$ cat config.mk
export PLATFORM = sky130hd
export DESIGN_NAME = multi_pattern_word_masker
export DESIGN_NICKNAME = d
export VERILOG_FILES = /design/src/mpwm_pkg.sv /design/src/mpwm_stage.sv /design/src/multi_pattern_word_masker.sv
export VERILOG_INCLUDE_DIRS = /design/src /design/src/src
export SDC_FILE = /design/constraint.sdc
export NUM_CORES = 1
export LEC_CHECK = 0
export BUFFER_PORTS_ARGS = -buffer_cell sky130_fd_sc_hd__buf_2
export CAP_MARGIN = 20
export CORE_MARGIN = 5
export CORE_UTILIZATION = 57
export CTS_CLUSTER_DIAMETER = 120
export CTS_CLUSTER_SIZE = 25
export DETAILED_ROUTE_END_ITERATION = 7
export PLACE_DENSITY = 0.74
export REMOVE_ABC_BUFFERS = 1
export SYNTH_ARGS = -nofsm -noshare
export SYNTH_HDL_FRONTEND = slang
export SYNTH_HIERARCHICAL = 1
export SYNTH_SLANG_ARGS = --single-unit
$ cat constraint.sdc
create_clock -name clk -period 5.3 [get_ports clk]
set_input_delay 0.53 -clock clk [delete_from_list [all_inputs] [get_ports clk]]
set_output_delay 0.53 -clock clk [all_outputs]
set_load 0.03 [all_outputs]
$ cat src/multi_pattern_word_masker_defines.svh
// ---------------------------------------------------------------------------
// multi_pattern_word_masker_defines.svh
// assertion macros shared by the word masker rtl; expects clk and arst_n
// in scope
// ---------------------------------------------------------------------------
`ifndef MULTI_PATTERN_WORD_MASKER_DEFINES_SVH
`define MULTI_PATTERN_WORD_MASKER_DEFINES_SVH

`ifndef SYNTHESIS

// property that holds in the same cycle, disabled in reset
`define MPWM_ASSERT(lbl, prop, msg) \
	lbl: assert property (@(posedge clk) disable iff (!arst_n) (prop)) \
		else $error(msg);

// antecedent in one cycle implies consequent in the next
`define MPWM_ASSERT_NEXT(lbl, ante, cons, msg) \
	lbl: assert property (@(posedge clk) disable iff (!arst_n) (ante) |=> (cons)) \
		else $error(msg);

`else

`define MPWM_ASSERT(lbl, prop, msg)
`define MPWM_ASSERT_NEXT(lbl, ante, cons, msg)

`endif

`endif

$ cat src/mpwm_pkg.sv
// ---------------------------------------------------------------------------
// mpwm_pkg
// shared types and constants of the multi pattern word masker
// ---------------------------------------------------------------------------
package mpwm_pkg;

	// sizes
	localparam int CHAR_W           = 8;
	localparam int PAT_BYTES        = 8;
	localparam int PAT_W            = CHAR_W * PAT_BYTES;
	localparam int LEN_W            = 4;
	localparam int MAX_PATTERNS     = 3;
	localparam int SLOT_W           = $clog2(MAX_PATTERNS);
	localparam int CFG_IDX_W        = 3;
	localparam int MAX_LEN_DEF      = 8;
	localparam int NUM_PATTERNS_DEF = 3;

	// replacement byte for masked positions
	localparam logic [CHAR_W-1:0] MASK_CHAR = 8'd42;

	// register indexes on the configuration port
	localparam logic [CFG_IDX_W-1:0] REG_PATTERN_A     = 3'd0;
	localparam logic [CFG_IDX_W-1:0] REG_PATTERN_A_LEN = 3'd1;
	localparam logic [CFG_IDX_W-1:0] REG_PATTERN_B     = 3'd2;
	localparam logic [CFG_IDX_W-1:0] REG_PATTERN_B_LEN = 3'd3;
	localparam logic [CFG_IDX_W-1:0] REG_PATTERN_C     = 3'd4;
	localparam logic [CFG_IDX_W-1:0] REG_PATTERN_C_LEN = 3'd5;

	// reset words: "fuck", "sb", "bitch", byte zero in the low bits
	localparam logic [PAT_W-1:0] PAT_RESET [MAX_PATTERNS] = '{
		64'd1801680230, 64'd25203, 64'd448345172322
	};
	localparam logic [LEN_W-1:0] LEN_RESET [MAX_PATTERNS] = '{4'd4, 4'd2, 4'd5};

	// one byte on a link between stages
	typedef struct packed {
		logic              valid;
		logic [CHAR_W-1:0] ch;
		logic              last;
	} mpwm_item_t;

endpackage

$ cat src/mpwm_stage.sv
// ---------------------------------------------------------------------------
// mpwm_stage
// one masking stage: holds a window of message bytes, masks the leftmost
// non-overlapping matches of its pattern and drains the window on the last
// byte of a message
// ---------------------------------------------------------------------------
`include "multi_pattern_word_masker_defines.svh"

module mpwm_stage
	import mpwm_pkg::*;
#(
	parameter int MAX_LEN = MAX_LEN_DEF
) (
	input  logic               clk,
	input  logic               arst_n,
	input  logic               en,
	input  mpwm_item_t         in,
	input  logic [PAT_W-1:0]   pattern,
	input  logic [LEN_W-1:0]   pattern_len,
	output mpwm_item_t         out,
	output logic               done
);

	localparam int HOLD_W = $clog2(MAX_LEN);
	localparam int FILL_W = $clog2(MAX_LEN + 1);
	localparam int CMP_N  = (MAX_LEN < PAT_BYTES) ? MAX_LEN : PAT_BYTES;

	// held window, oldest byte first
	logic [CHAR_W-1:0] win_q [MAX_LEN-1];
	logic [HOLD_W-1:0] fill_q;
	logic              drain_q;
	logic [LEN_W-1:0]  mask_q;

	logic              out_valid_q;
	logic [CHAR_W-1:0] out_ch_q;
	logic              out_last_q;

	logic [CHAR_W-1:0] eff [MAX_LEN];
	logic [CHAR_W-1:0] win_nx [MAX_LEN-1];
	logic [FILL_W-1:0] eff_fill;
	logic              drain_nx;
	logic              emit;
	logic              emit_last;
	logic              len_ok;
	logic              match;
	logic [LEN_W-1:0]  mask_eff;
	logic              masked;
	logic [LEN_W-1:0]  mask_nx;

	// window with the incoming byte appended
	always_comb begin
		for (int i = 0; i < MAX_LEN - 1; i++) begin
			eff[i] = (in.valid && (fill_q == HOLD_W'(i))) ? in.ch : win_q[i];
		end
		eff[MAX_LEN-1] = in.ch;
	end

	assign eff_fill  = FILL_W'(fill_q) + FILL_W'(in.valid);
	assign drain_nx  = drain_q || (in.valid && in.last);
	assign emit      = (eff_fill == FILL_W'(MAX_LEN)) || (drain_nx && (eff_fill != '0));
	assign emit_last = emit && drain_nx && (eff_fill == FILL_W'(1));

	// pattern compare at the head of the window
	assign len_ok = (pattern_len != '0) && (int'(pattern_len) <= PAT_BYTES)
		&& (int'(pattern_len) <= MAX_LEN);

	always_comb begin
		match = len_ok && (int'(eff_fill) >= int'(pattern_len));
		for (int i = 0; i < CMP_N; i++) begin
			if ((i < int'(pattern_len)) && (eff[i] != pattern[CHAR_W*i +: CHAR_W])) begin
				match = 1'b0;
			end
		end
	end

	// mask run bookkeeping
	assign mask_eff = ((mask_q == '0) && match) ? pattern_len : mask_q;
	assign masked   = (mask_eff != '0);

	always_comb begin
		if (emit_last) begin
			mask_nx = '0;
		end else if (masked) begin
			mask_nx = mask_eff - LEN_W'(1);
		end else begin
			mask_nx = mask_eff;
		end
	end

	// shift out the oldest byte when emitting
	always_comb begin
		for (int i = 0; i < MAX_LEN - 1; i++) begin
			win_nx[i] = emit ? eff[i+1] : eff[i];
		end
	end

	// control state
	always_ff @(posedge clk or negedge arst_n) begin
		if (!arst_n) begin
			fill_q      <= '0;
			drain_q     <= 1'b0;
			mask_q      <= '0;
			out_valid_q <= 1'b0;
		end else if (en) begin
			fill_q      <= HOLD_W'(eff_fill - FILL_W'(emit));
			drain_q     <= drain_nx && !emit_last;
			out_valid_q <= emit;
			if (emit) begin
				mask_q <= mask_nx;
			end
		end
	end

	// window and result payload
	always_ff @(posedge clk) begin
		if (en) begin
			win_q <= win_nx;
			if (emit) begin
				out_ch_q   <= masked ? MASK_CHAR : eff[0];
				out_last_q <= emit_last;
			end
		end
	end

	assign out  = '{valid: out_valid_q, ch: out_ch_q, last: out_last_q};
	assign done = en && emit_last;

	// checks
	`MPWM_ASSERT_NEXT(a_drain_empties, en && emit_last, (fill_q == '0) && (mask_q == '0) && !drain_q, "stage not empty after last transfer")
	`MPWM_ASSERT(a_no_push_in_drain, !(en && drain_q && in.valid), "byte pushed into a draining stage")
	`MPWM_ASSERT_NEXT(a_emit_visible, en && emit, out_valid_q, "emitted byte not registered")

endmodule

$ cat src/multi_pattern_word_masker.sv
// ---------------------------------------------------------------------------
// multi_pattern_word_masker
// replaces leftmost non-overlapping matches of up to three banned words in a
// byte stream with '*', one masking stage per word, chained in register order
// ---------------------------------------------------------------------------
// usage
// - input channel in_valid/in_stall carries in_char and in_last; a transfer
//   happens when in_valid is high and in_stall is low
// - output channel out_valid/out_stall carries out_char and out_last, the
//   same bytes in the same order with banned words masked
// - each stage holds MAX_LEN-1 bytes, so a byte reaches the output after the
//   transfer of the byte that came NUM_PATTERNS*(MAX_LEN-1) places after it
//   and its passage through one output register per stage
// - within a message one byte per cycle is taken while the output does not
//   stall; after the last byte the input stalls while the stages drain one
//   byte per cycle each, unless the output stalls, until the final byte of
//   the message reaches the output register
// - a stall on the output with out_valid high freezes every stage; in_stall
//   follows in the same cycle
// - reset empties all stages and loads the default words; unchecked, the user
//   writes pattern registers via cfg_wr_en/cfg_index/cfg_data while idle
// ---------------------------------------------------------------------------
`include "multi_pattern_word_masker_defines.svh"

module multi_pattern_word_masker
	import mpwm_pkg::*;
#(
	parameter int MAX_LEN      = MAX_LEN_DEF,
	parameter int NUM_PATTERNS = NUM_PATTERNS_DEF
) (
	input  logic                 clk,
	input  logic                 arst_n,
	input  logic                 in_valid,
	output logic                 in_stall,
	input  logic [CHAR_W-1:0]    in_char,
	input  logic                 in_last,
	output logic                 out_valid,
	input  logic                 out_stall,
	output logic [CHAR_W-1:0]    out_char,
	output logic                 out_last,
	input  logic                 cfg_wr_en,
	input  logic [CFG_IDX_W-1:0] cfg_index,
	input  logic [PAT_W-1:0]     cfg_data
);

	logic [PAT_W-1:0]        pat_q [NUM_PATTERNS];
	logic [LEN_W-1:0]        len_q [NUM_PATTERNS];
	logic                    flush_q;

	logic                    wr_hit;
	logic                    wr_len;
	logic [SLOT_W-1:0]       wr_slot;
	logic                    en;
	logic                    accept;
	mpwm_item_t              link [NUM_PATTERNS+1];
	logic [NUM_PATTERNS-1:0] stage_done;

	// register index decode
	always_comb begin
		wr_hit  = 1'b1;
		wr_len  = 1'b0;
		wr_slot = '0;
		unique case (cfg_index)
			REG_PATTERN_A: begin
				wr_slot = SLOT_W'(0);
			end
			REG_PATTERN_A_LEN: begin
				wr_slot = SLOT_W'(0);
				wr_len  = 1'b1;
			end
			REG_PATTERN_B: begin
				wr_slot = SLOT_W'(1);
			end
			REG_PATTERN_B_LEN: begin
				wr_slot = SLOT_W'(1);
				wr_len  = 1'b1;
			end
			REG_PATTERN_C: begin
				wr_slot = SLOT_W'(2);
			end
			REG_PATTERN_C_LEN: begin
				wr_slot = SLOT_W'(2);
				wr_len  = 1'b1;
			end
			default: begin
				wr_hit = 1'b0;
			end
		endcase
	end

	// pattern registers
	always_ff @(posedge clk or negedge arst_n) begin
		if (!arst_n) begin
			for (int s = 0; s < NUM_PATTERNS; s++) begin
				pat_q[s] <= PAT_RESET[s];
				len_q[s] <= LEN_RESET[s];
			end
		end else if (cfg_wr_en && wr_hit) begin
			for (int s = 0; s < NUM_PATTERNS; s++) begin
				if (wr_slot == SLOT_W'(s)) begin
					if (wr_len) begin
						len_q[s] <= cfg_data[LEN_W-1:0];
					end else begin
						pat_q[s] <= cfg_data;
					end
				end
			end
		end
	end

	// chain advances whenever the output register is free or being emptied
	assign en       = !link[NUM_PATTERNS].valid || !out_stall;
	assign in_stall = !en || flush_q;
	assign accept   = in_valid && !in_stall;

	// message flush in progress: from last byte in until it reaches the output
	always_ff @(posedge clk or negedge arst_n) begin
		if (!arst_n) begin
			flush_q <= 1'b0;
		end else if (accept && in_last) begin
			flush_q <= 1'b1;
		end else if (stage_done[NUM_PATTERNS-1]) begin
			flush_q <= 1'b0;
		end
	end

	assign link[0] = '{valid: accept, ch: in_char, last: in_last};

	// one masking stage per pattern
	for (genvar s = 0; s < NUM_PATTERNS; s++) begin : g_stage
		mpwm_stage #(
			.MAX_LEN(MAX_LEN)
		) u_stage (
			.clk        (clk),
			.arst_n     (arst_n),
			.en         (en),
			.in         (link[s]),
			.pattern    (pat_q[s]),
			.pattern_len(len_q[s]),
			.out        (link[s+1]),
			.done       (stage_done[s])
		);
	end

	assign out_valid = link[NUM_PATTERNS].valid;
	assign out_char  = link[NUM_PATTERNS].ch;
	assign out_last  = link[NUM_PATTERNS].last;

	// checks
	`MPWM_ASSERT_NEXT(a_last_blocks_input, in_valid && in_last && !in_stall, in_stall, "input taken during message flush")

endmodule
==> impl_metrics.py <==
metrics = {
    "floorplan": {
        "ioPinCount": 92,
        "num_rows": 75,
        "start_util_pct": 57.9,
        "die_h_um": 217,
        "dieArea_um2": 46900,
        "fp.coreArea_um2": 42000,
        "die_w_um": 217,
    },
    "logic_synthesis": {
        "synthArstFlopShare_pct": 54.3,
        "syn_inst": 2316,
        "synth-edff-count": 195,
        "yosysWarnings": 6,
        "ys_seq_elements": 427,
        "yosysSeqAreaShare_pct": 48.2,
        "avgSynthCellArea_um2": 10.5,
        "syn_area_um2": 24300,
        "ys_types": 93,
        "synth-main-ff-cell": "edfxtp_1",
    },
    "power": {
        "swShare_pct": 44.5,
        "p_comb_share_pct": 45.0,
        "total_power_mw": 16.7,
        "power_switching_mw": 7.42,
        "irDropWorstVdd_uv": 398,
        "power.density_nw_per_um2": 647,
        "p_seq_share_pct": 43.8,
        "leakage_nw": 10.3,
        "p_clk_share_pct": 11.2,
        "internal_power_mw": 9.24,
    },
    "worst_setup_path": {
        "worstPathRequired_ns": 5.77,
        "crit_type": "flip-flop to flip-flop",
        "reg2reg_from": "g_stage[2].u_stage/out_valid_q",
        "worst-path-max-fanout": 12,
        "crit_arrival_ns": 4.67,
        "crit_path_start": "g_stage[2].u_stage/out_valid_q",
        "cp-end-kind": "flip-flop",
        "reg2reg_depth": 11,
        "critPathCapture": "g_stage[0].u_stage/mask_q[2]",
        "startpoint_type": "flip-flop",
        "rrSetupSlack_ns": 1.10,
        "reg2reg_to": "g_stage[0].u_stage/mask_q[2]",
    },
    "timing": {
        "period_minus_slack_ns": 4.20,
        "finalSetupViolCount": 0,
        "tightest_slew_ns": 1.13,
        "hold_ws_ns": -0.0118,
        "fin_skew_ns": 0.0299,
        "slew_viol_final": 0,
        "final_hold_viol_count": 7,
        "relSlewSlack_pct": 24.8,
        "fmax_ghz": 0.238,
        "period_share_pct": 79.2,
        "rsz0062_at_grt": "false",
        "tns_ns": 0,
    },
    "cts": {
        "postCtsResizedCells": 0,
        "cts_hold_buf": 0,
        "cts_tree": "yes",
        "clock_path_buffers": 3,
        "post-cts-setup-buffer-count": 0,
        "path_clk_slew_ns": 0.11,
        "numClockSinks": 427,
        "clock_latency_ns": 0.58,
        "htree_levels": 1,
        "cts_inserted_buffers": 21,
        "ctsRootBufferMaster": "clkbuf_16",
    },
    "final_layout": {
        "areaGrowthSynthToFinish_pct": 5.86,
        "nFillCells": 3421,
        "fin_cells": 2891,
        "drive_above_1_share_pct": 16.6,
        "mostFrequentLayoutCell": "nor2_1",
        "final_util_pct": 61.2,
        "mostFrequentLayoutCells": "nor2_1, edfxtp_1, dfrtp_1",
        "nets": 2448,
        "antennaDiodeCount": 0,
    },
    "placed_design": {
        "place_congestion": 0.968,
        "dp_cells": 2853,
        "io_buffers": 91,
        "dpl.hpwl_mm": 53.9,
    },
    "drt": {
        "routed_wl_mm": 74.2,
        "wl_per_cell_um": 25.7,
        "vias": 19216,
        "drc_errors": 1,
        "antenna_left": 0,
        "via_per_inst": 6.65,
        "drtIter0Drc": 2514,
        "detail_route.first_pass.iterations": 8,
    },
    "grt": {
        "grt_remaining_overflow": 0,
        "grt_pass1_vias": 18662,
        "grt_start_max_net_pins": 134,
        "antenna_found_initial": 10,
        "grt_use_total_pct": 30.8,
        "grt_pass1_wl_mm": 113,
    },
    "worst_hold_path": {
        "hold_class": "primary input to asynchronous set/reset pin",
    },
    "status": {
        "status": "complete, but fails checks",
        "violations": "DRC, hold timing",
    },
    "flow_run": {
        "maxCapViolations": 0,
    },
}
## cell type report
class	count	area, µm²	share of cell area, %
repair buffers	118	693	2.69
inverters	137	514	2.00
clock buffers	36	582	2.26
clock inverters	2	38.8	0.151
well taps	539	674	2.62
flip-flops and latches	427	11700	45.5
multi-input cells	1632	11500	44.8
## metal layers
layer / share of wire (%) / routed length (µm) / vias up / GRT usage (%)
met5: 0.027 / 20 / - / 0
met1: 40 / 29700 / 9457 / 43.0
met2: 45 / 33500 / 1101 / 48.5
met3: 9.5 / 7080 / 237 / 4.41
met4: 5.2 / 3830 / 2 / 13.4
li1: - / - / 8419 / -
## cells by family after synthesis
group                    synth area share [%]
AO/OA/AOI/OAI                            12.6
XOR/XNOR                                 7.60
adder cells (fa/ha/maj)                  1.54
buffers and inverters                    4.52
flip-flops                               48.2
multiplexers                             11.7
AND/OR/NAND/NOR                          13.8
## Yosys cell counts, types with 8 or more instances
cell type	count	share of area, %
mux2_2	153	7.1
mux2_1	71	3.3
nor2_1	374	5.8
clkbuf_1	63	0.97
o211ai_1	18	0.56
edfxtp_1	195	24
a221oi_1	12	0.43
buf_4	15	0.46
nand3_1	35	0.72
xor2_1	108	3.9
ha_1	30	1.5
a21oi_1	51	1.0
a21o_1	9	0.28
o221ai_1	20	0.72
xnor2_1	103	3.7
inv_1	136	2.1
nand4_1	16	0.41
dfrtp_1	184	19
buf_1	9	0.14
o21ai_0	33	0.68
and2_1	10	0.26
o22ai_1	170	4.4
a31oi_1	10	0.26
nor3_1	31	0.64
nor2b_1	10	0.26
a22oi_1	13	0.40
mux2i_1	32	1.3
nand2_1	116	1.8
dfstp_2	48	5.2
nand2b_1	16	0.41
and3_1	8	0.21
buf_2	27	0.56
nor4_1	24	0.62
## worst min-delay path by stage
stage,from,to,slack (ns),cells after the start
after CTS,arst_n,g_stage[2].u_stage/mask_q[3],0.005,1
after detailed placement,g_stage[0].u_stage/drain_q,g_stage[0].u_stage/drain_q,0.50,2
after global routing,arst_n,g_stage[2].u_stage/mask_q[2],0.05,1
after floorplan,arst_n,flush_q,0.23,0
final,arst_n,g_stage[2].u_stage/mask_q[2],-0.01,1
after global placement,g_stage[0].u_stage/drain_q,g_stage[0].u_stage/drain_q,0.48,2
## registers in the layout, summed over array words and instances, names as in the netlist
signal / cells
g_stage.u_stage/drain_q: 3
g_stage.u_stage/mask_q: 12
g_stage.u_stage/out_valid_q: 3
g_stage.u_stage/out_ch_q: 24
g_stage.u_stage/out_last_q: 3
len_q: 12
g_stage.u_stage/win_q: 168
pat_q: 192
g_stage.u_stage/fill_q: 9
flush_q: 1
## worst max-delay path, stage by stage (launching register included)
cell and delay, ns:
dfrtp_1 0.45, a21oi_1 0.32, and2_1 0.64, buf_4 0.26
nand4b_1 0.39, nor4_1 0.47, a31oi_1 0.08, nor4_1 0.37
a32oi_1 0.29, o31ai_4 0.34, mux2_2 0.36, o2bb2ai_1 0.11
## power groups by stage
stage,registers [mW],clock network [mW],logic (mW)
finish,7.30,1.87,7.50
CTS,7.20,1.90,7.38
global route,7.38,2.01,8.24
global placement,7.22,0,7.05
floorplan,6.77,0,5.37
detailed placement,7.27,0,7.35
## metrics by stage
step	worst slack [ns]	cell area (µm²)
after floorplan	-2.92	23700
after global placement	1.17	25100
after detailed placement	1.04	25100
after CTS	1.20	25700
after global routing	0.821	25700
final	1.10	25700
No activity file was read; power rests on OpenSTA's default activity.
